--- config.mk ---
export PLATFORM = sky130hd
export DESIGN_NAME = hwb_ctrl
export DESIGN_NICKNAME = d
export VERILOG_FILES = /design/src/design/hwb_pkg.sv /design/src/design/hwb_ctrl.sv
export SDC_FILE = /design/constraint.sdc
export NUM_CORES = 1
export LEC_CHECK = 0
export BUFFER_PORTS_ARGS = -buffer_cell sky130_fd_sc_hd__buf_4
export CAP_MARGIN = 25
export CORE_MARGIN = 3
export CORE_UTILIZATION = 39
export CTS_CLUSTER_DIAMETER = 80
export DETAILED_ROUTE_END_ITERATION = 12
export PLACE_DENSITY_LB_ADDON = 0.05
export SYNTH_ARGS = -nofsm -noshare
export SYNTH_HDL_FRONTEND = slang
export SYNTH_SLANG_ARGS = --single-unit
--- constraint.sdc ---
create_clock -name clk -period 1.6 [get_ports clk]
set_clock_uncertainty 0.05 [all_clocks]
set_input_delay 0.24 -clock clk [delete_from_list [all_inputs] [get_ports clk]]
set_output_delay 0.24 -clock clk [all_outputs]
set_load 0.01 [all_outputs]
--- src/design/hwb_pkg.sv ---
// Shared types and constants for the harmonic wavetable builder.
// Used by the controller, the datapath and the top level; no dependencies.
`default_nettype none
package hwb_pkg;

  // Configuration register indexes
  localparam logic [1:0] CFG_HARMONIC_COUNT = 2'd0;
  localparam logic [1:0] CFG_WAVE_TYPE      = 2'd1;
  localparam logic [1:0] CFG_PHASE_OFFSET   = 2'd2;

  // Wave type codes
  localparam logic [2:0] WAVE_SINE   = 3'd0;
  localparam logic [2:0] WAVE_SAW    = 3'd1;
  localparam logic [2:0] WAVE_SQUARE = 3'd2;
  localparam logic [2:0] WAVE_BUZZ   = 3'd3;

  // Request kinds
  localparam logic KIND_BUILD = 1'b0;
  localparam logic KIND_READ  = 1'b1;

  // 1.0 in the Q9.15 accumulator format
  localparam logic signed [23:0] ONE_Q15 = 24'sd32768;

  // Shared divider geometry: quotient always below 2^17
  localparam int DIV_NW = 41;
  localparam int DIV_DW = 25;
  localparam int DIV_QW = 17;

  typedef struct packed {
    logic [7:0]  harmonic_count;
    logic [2:0]  wave_type;
    logic [15:0] phase_offset;
  } cfg_t;

  // Controller to datapath commands
  typedef struct packed {
    logic rd_go;
    logic build_init;
    logic ent_init;
    logic rom_rd;
    logic sine_wr;
    logic h_acc;
    logic div_ld_h;
    logic div_ld_n;
    logic div_step;
    logic ent_end;
    logic sums_rd;
    logic nrm_wr;
    logic i_inc;
  } cmd_t;

  // Datapath to controller status
  typedef struct packed {
    logic type_bad;
    logic type_sine;
    logic type_buzz;
    logic n_over;
    logic i_last;
    logic div_last;
  } sts_t;

endpackage
`default_nettype wire

--- src/design/hwb_ctrl.sv ---
// Controller state machine: sequences builds entry by entry and harmonic
// by harmonic, and passes reads. Depends on hwb_pkg.
`default_nettype none
module hwb_ctrl (
  input  wire logic           clk,
  input  wire logic           rst_n,
  input  wire logic           start,
  input  wire logic           kind,
  input  wire hwb_pkg::sts_t  sts,
  output hwb_pkg::cmd_t       cmd,
  output logic                busy,
  output logic                out_valid
);

  typedef enum logic [3:0] {
    S_IDLE, S_ENT, S_SADDR, S_SWR, S_HCHK, S_HDATA, S_HDIV, S_HADD,
    S_HEND, S_NRD, S_NLD, S_NDIV, S_NWR, S_DONE
  } state_t;

  state_t state_r, state_nxt;
  logic   busy_r;
  logic   out_valid_r;

  assign busy      = busy_r;
  assign out_valid = out_valid_r;

  // Next state and commands
  always_comb begin
    state_nxt = state_r;
    cmd       = '0;
    case (state_r)
      S_IDLE: begin
        if (start && !busy_r) begin
          if (kind == hwb_pkg::KIND_READ) begin
            cmd.rd_go = 1'b1;
          end else begin
            cmd.build_init = 1'b1;
            state_nxt = sts.type_bad ? S_DONE : S_ENT;
          end
        end
      end
      S_ENT: begin
        cmd.ent_init = 1'b1;
        state_nxt = sts.type_sine ? S_SADDR : S_HCHK;
      end
      S_SADDR: begin
        cmd.rom_rd = 1'b1;
        state_nxt = S_SWR;
      end
      S_SWR: begin
        cmd.sine_wr = 1'b1;
        cmd.i_inc   = 1'b1;
        state_nxt = sts.i_last ? S_DONE : S_ENT;
      end
      S_HCHK: begin
        if (sts.n_over) begin
          state_nxt = S_HEND;
        end else begin
          cmd.rom_rd = 1'b1;
          state_nxt = S_HDATA;
        end
      end
      S_HDATA: begin
        if (sts.type_buzz) begin
          cmd.h_acc = 1'b1;
          state_nxt = S_HCHK;
        end else begin
          cmd.div_ld_h = 1'b1;
          state_nxt = S_HDIV;
        end
      end
      S_HDIV: begin
        cmd.div_step = 1'b1;
        if (sts.div_last) begin
          state_nxt = S_HADD;
        end
      end
      S_HADD: begin
        cmd.h_acc = 1'b1;
        state_nxt = S_HCHK;
      end
      S_HEND: begin
        cmd.ent_end = 1'b1;
        cmd.i_inc   = 1'b1;
        state_nxt = sts.i_last ? S_NRD : S_ENT;
      end
      S_NRD: begin
        cmd.sums_rd = 1'b1;
        state_nxt = S_NLD;
      end
      S_NLD: begin
        cmd.div_ld_n = 1'b1;
        state_nxt = S_NDIV;
      end
      S_NDIV: begin
        cmd.div_step = 1'b1;
        if (sts.div_last) begin
          state_nxt = S_NWR;
        end
      end
      S_NWR: begin
        cmd.nrm_wr = 1'b1;
        cmd.i_inc  = 1'b1;
        state_nxt = sts.i_last ? S_DONE : S_NRD;
      end
      S_DONE: begin
        state_nxt = S_IDLE;
      end
      default: begin
        state_nxt = S_IDLE;
      end
    endcase
  end

  // State and registered handshake outputs
  always_ff @(posedge clk) begin
    if (!rst_n) begin
      state_r     <= S_IDLE;
      busy_r      <= 1'b0;
      out_valid_r <= 1'b0;
    end else begin
      state_r     <= state_nxt;
      busy_r      <= (state_nxt != S_IDLE);
      out_valid_r <= cmd.rd_go || (state_nxt == S_DONE);
    end
  end

endmodule
`default_nettype wire

==> results of run 1 <==
==> cell usage after synthesis <==
cell	count
sky130_fd_sc_hd__a211o_1	1
sky130_fd_sc_hd__a211oi_1	1
sky130_fd_sc_hd__a21boi_0	1
sky130_fd_sc_hd__a21o_1	1
sky130_fd_sc_hd__a21o_2	1
sky130_fd_sc_hd__a21oi_1	2
sky130_fd_sc_hd__a221oi_1	2
sky130_fd_sc_hd__a22oi_1	2
sky130_fd_sc_hd__a31oi_1	1
sky130_fd_sc_hd__and2_1	4
sky130_fd_sc_hd__and2_2	1
sky130_fd_sc_hd__and3_4	1
sky130_fd_sc_hd__buf_2	2
sky130_fd_sc_hd__buf_4	1
sky130_fd_sc_hd__buf_6	1
sky130_fd_sc_hd__clkbuf_1	1
sky130_fd_sc_hd__dfxtp_1	6
sky130_fd_sc_hd__inv_1	2
sky130_fd_sc_hd__mux2_2	1
sky130_fd_sc_hd__mux2i_1	2
sky130_fd_sc_hd__nand2_1	7
sky130_fd_sc_hd__nand2b_1	2
sky130_fd_sc_hd__nor2_1	4
sky130_fd_sc_hd__nor2_2	1
sky130_fd_sc_hd__nor2b_1	1
sky130_fd_sc_hd__nor3_1	8
sky130_fd_sc_hd__nor3b_1	1
sky130_fd_sc_hd__nor4_4	1
sky130_fd_sc_hd__o21ai_0	5
sky130_fd_sc_hd__o21ai_1	2
sky130_fd_sc_hd__o41a_1	1
sky130_fd_sc_hd__or4_4	1
sky130_fd_sc_hd__or4b_1	1
==> timing repair <==
action / CTS
buffers inserted: 7
pin swaps: 8
setup endpoints to repair: 11
gates resized for setup: 35
==> cell families after synthesis <==
logic type / count (synthesis) / share of synthesized area, %
buffers and inverters: 7 / 7.60
muxes: 3 / 5.94
AOI/OAI and AO/OA: 20 / 25.7
and+or+nand+nor: 33 / 38.0
DFF: 6 / 22.8
==> through the flow <==
stage	setup WS, ns	util, %	instances
4_1_cts	-0.272	92.3	136
3_5_place_dp	-0.180	74.7	126
3_3_place_gp	-0.149	74.7	126
2_1_floorplan	-0.146	-	69
==> results.sh, run 1 <==
export IMPL_run_status="stopped before the end"
export IMPL_stop_stage="global routing"
export IMPL_stop_error="[ERROR DPL-0033] detailed placement checks failed during check placement."
export IMPL_synth_area_leaders="sky130_fd_sc_hd__dfxtp_1 23%, sky130_fd_sc_hd__nor3_1 7.6%, sky130_fd_sc_hd__nand2_1 5.0%"
export IMPL_yosys_register_bits=6
export IMPL_initial_utilization_pct=44.4
export IMPL_postGrtWorstEndpoint="cmd[11]"
export IMPL_synth_area_um2=527
export IMPL_synth_cell_types=33
export IMPL_cts_root_buf="sky130_fd_sc_hd__clkbuf_4"
export IMPL_worst_endpoint_pin_kind="top-level output"
export IMPL_die_w_um=42.8
export IMPL_hold_fix_buffer_count_after_cts=0
export IMPL_dpl_cell_area_um2=886
export IMPL_seq_total_area_yosys_pct=22.8
export IMPL_synth_warning_count=0
export IMPL_floorplan_rows=12
export IMPL_top_level_ports=25
export IMPL_cts_max_level=1
export IMPL_cts_inserted_buffers=3
export IMPL_synth_top_cell_area_share_pct=22.8
export IMPL_grt_antenna_before_repair=0
export IMPL_dieHeight_um=42.8
export IMPL_postSynthCellCount=69
export IMPL_place_gp_congestion=0.852
export IMPL_max_root_sink_buffers=2
export IMPL_post_synth_cell_area_avg_um2=7.63
export IMPL_grt_max_degree=8
export IMPL_half_perimeter_wire_length_of_the_detailed_placement_result_um=1350
export IMPL_cts_sink_count=6
export IMPL_synth_net_count=79
export IMPL_port_buffers=24
export IMPL_synth_largest_area_cell="sky130_fd_sc_hd__dfxtp_1"
==> run 2: changes to the inputs <==
Settings changed: CORE_AREA from default to 3 3 64 66, CORE_MARGIN 3 to default, CORE_UTILIZATION 39 to default, CTS_CLUSTER_DIAMETER 80 to default, DIE_AREA from default to 0 0 67 69, PLACE_DENSITY_LB_ADDON 0.05 to 0.15.
Clock period 1.6 ns to 2.1 ns, I/O delays scaled along.
==> run 2 against run 1 <==
Net effect: synthesized cell count unchanged; area after synthesis unchanged; the flow now finishes without violations.
==> results.sh, run 2 <==
export IMPL_first_global_vias=595
export IMPL_seq_total_area_yosys_pct=22.8
export IMPL_hold_viol=0
export IMPL_cts_tree="done"
export IMPL_sequential_share_of_power_pct=22.1
export IMPL_yosys_register_bits=6
export IMPL_initial_detailed_routing_violation_count=31
export IMPL_half_perimeter_wire_length_of_the_detailed_placement_result_um=1450
export IMPL_synth_top_cell_area_share_pct=22.8
export IMPL_cts_repair_timing_setup_buffer_count=0
export IMPL_routed_via_density=4.17
export IMPL_globalRouteMet1Util_pct=10.5
export IMPL_yosys_top_cells_count="8 x sky130_fd_sc_hd__nor3_1, 7 x sky130_fd_sc_hd__nand2_1, 6 x sky130_fd_sc_hd__dfxtp_1, 5 x sky130_fd_sc_hd__o21ai_0"
export IMPL_worst_slew_pin_transition_ns=0.354
export IMPL_wl_per_cell_um=12.8
export IMPL_syn_to_final_growth_pct=55.8
export IMPL_instances_no_fill=145
export IMPL_postSynthCellCount=69
export IMPL_sw_frac_of_total_pct=40.5
export IMPL_port_buffers=24
export IMPL_largest_register="state_r"
export IMPL_maxSlewViolCount=0
export IMPL_mostFrequentLayoutCells="30 x sky130_fd_sc_hd__buf_4, 8 x sky130_fd_sc_hd__nor3_1, 7 x sky130_fd_sc_hd__nand2_1"
export IMPL_reg2reg_from="state_r[1]$_SDFF_PN0_"
export IMPL_min_delay_start="rst_n"
export IMPL_cts_inserted_buffers=3
export IMPL_count_of_filler_cells_inserted_in_the_layout=430
export IMPL_cts_root_buf="sky130_fd_sc_hd__clkbuf_8"
export IMPL_mostFrequentLayoutCell="sky130_fd_sc_hd__buf_4"
export IMPL_max_root_sink_buffers=2
export IMPL_leading_register_cell_type_out_of_synthesis="sky130_fd_sc_hd__dfxtp_1"
export IMPL_dpl_cell_count=142
export IMPL_wirelength_um=1850
export IMPL_setup_worst_path_start_class="register"
export IMPL_final_setup_tns_ns=0
export IMPL_power_frac_clock_pct=18.7
export IMPL_cts_reportedPaths_clkPinSlew_ns=0.03
export IMPL_worstSkewPairLatency_ns=0.22
export IMPL_worst_setup_path_type="register to output port"
export IMPL_largest_register_ff_count=4
export IMPL_grt_pass1_wl_um=2790
export IMPL_worst_ep_required_time_ns=1.74
export IMPL_cp_max_fo=4
export IMPL_timing_critical_path_to="cmd[11]"
export IMPL_detail_route_first_pass_iterations=4
export IMPL_clock_fmax_ghz=0.509
export IMPL_vias=605
export IMPL_design_die_area_mm2=0.00462
export IMPL_global_route_usage_total_pct=7.98
export IMPL_setup_violations=0
export IMPL_synth_largest_area_cell="sky130_fd_sc_hd__dfxtp_1"
export IMPL_post_synth_cell_area_avg_um2=7.63
export IMPL_globalRouteOverflowTotal=0
export IMPL_worst_r2r_cell_count=4
export IMPL_netSwitchingPower_uw=368
export IMPL_groute_layer_met2_usage_pct=10.8
export IMPL_top_level_ports=25
export IMPL_hold_fix_buffer_count_after_cts=0
export IMPL_synth_cell_types=33
export IMPL_place_gp_congestion=0.738
export IMPL_placement_setup_worst_slack_ns=0.158
export IMPL_power_ir_vdd_worst_uv=448
export IMPL_cts_repair_resized=0
export IMPL_grt_antenna_before_repair=0
export IMPL_final_cycle_share_pct=93.6
export IMPL_crit_arrival_ns=1.60
export IMPL_synth_warning_count=0
export IMPL_drc_errors=0
export IMPL_synth_net_count=79
export IMPL_max_cap_viol_count=0
export IMPL_cts_sink_count=6
export IMPL_intPower_uw=539
export IMPL_synth_most_common_cell="sky130_fd_sc_hd__nor3_1"
export IMPL_share_of_synthesized_flip_flops_with_an_asynchronous_set_or_reset_pct=0
export IMPL_leakagePower_nw=0.350
export IMPL_worst_r2r_dst="busy$_SDFF_PN0_"
export IMPL_unrepaired_setup_endpoints_after_global_routing="no"
export IMPL_final_net_count=109
export IMPL_final_layout_size_suffix_gt1_share_pct=41.2
export IMPL_synth_edff_count=0
export IMPL_final_design_area_no_fill_um2=821
export IMPL_dieHeight_um=69
export IMPL_power_density_cell_area_mw_per_mm2=1100
export IMPL_dpl_cell_area_um2=779
export IMPL_global_route_hottest_layer="met2"
export IMPL_cts_max_level=1
export IMPL_end_kind="output port"
export IMPL_finalCriticalPeriod_ns=1.97
export IMPL_synth_area_um2=527
export IMPL_combinationalPowerShare_pct=59.3
export IMPL_min_delay_path_class="primary input to register"
export IMPL_final_critical_path_setup_slack_ns=0.134
export IMPL_initial_utilization_pct=14.5
export IMPL_core_area_mm2=0.00363
export IMPL_antenna_violating_nets_post_route=0
export IMPL_floorplan_rows=22
export IMPL_worstSetupStartpoint="state_r[2]$_SDFF_PN0_"
export IMPL_run_status="finished clean"
export IMPL_grt_max_degree=16
export IMPL_whs_ns=0.296
export IMPL_minimum_setup_slack_among_reg_to_reg_paths_ns=0.16
export IMPL_antenna_cells=0
export IMPL_synth_area_leaders="sky130_fd_sc_hd__dfxtp_1 23%, sky130_fd_sc_hd__nor3_1 7.6%, sky130_fd_sc_hd__nand2_1 5.0%"
export IMPL_die_w_um=67
export IMPL_maxSlewHeadroom_pct=76.4
export IMPL_met3_track_usage_gr_pct=3.42
[run 2: cell counts after synthesis]
No cell type changed its count.
[run 2: cell families (layout without fill, tap and decap cells)]
group / after synthesis / in the layout / synth area share (%)
compound gates: 20 / 20 / 25.7
buf+inv: 7 / 35 / 7.60
flops: 6 / 6 / 22.8
simple gates: 33 / 33 / 38.0
mux: 3 / 3 / 5.94
[run 2: power by group through the flow]
stage,registers [mW],logic (mW),clock network [mW]
floorplan,0.190,0.348,0
global placement,0.200,0.547,0
detailed placement,0.202,0.540,0
CTS,0.202,0.543,0.176
global route,0.206,0.585,0.181
finish,0.200,0.538,0.169
[run 2: critical path: stages (launching register included)]
cell and delay, ns:
sky130_fd_sc_hd__dfxtp_1 0.32, sky130_fd_sc_hd__or4b_1 0.59, sky130_fd_sc_hd__nor4_4 0.28, sky130_fd_sc_hd__buf_4 0.19
[run 2: how the worst min path moves through the flow]
stage / to / slack, ns / cells after the start
3_5_place_dp: state_r[1]$_SDFF_PN0_ / 0.53 / 2
6_report: state_r[1]$_SDFF_PN0_ / 0.30 / 2
4_1_cts: state_r[1]$_SDFF_PN0_ / 0.30 / 2
5_1_grt: state_r[1]$_SDFF_PN0_ / 0.31 / 2
3_3_place_gp: state_r[1]$_SDFF_PN0_ / 0.52 / 2
2_1_floorplan: state_r[1]$_SDFF_PN0_ / 0.39 / 1
[run 2: per-stage QoR]
step	power (mW)	utilization, %
after detailed placement	0.742	21.5
after CTS	0.921	22.6
after global placement	0.747	21.5
final	0.907	22.6
after floorplan	0.538	-
after global routing	0.972	22.6
[run 2: layer usage]
layer	up-vias	share of wire, %
li1	308	-
met1	269	47
met2	26	41
met3	2	9.7
met4	0	1.5
met5	-	0
[run 2: layout make-up]
type	instances	area [um2]	area share, %
Clock buffer	3	41.3	5.03
Inverter	2	7.51	0.915
Multi-Input combinational cell	56	367	44.7
Sequential cell	6	120	14.6
Tap cell	48	60.1	7.32
Timing Repair Buffer	30	225	27.4
(Power assumes the default switching activity.)
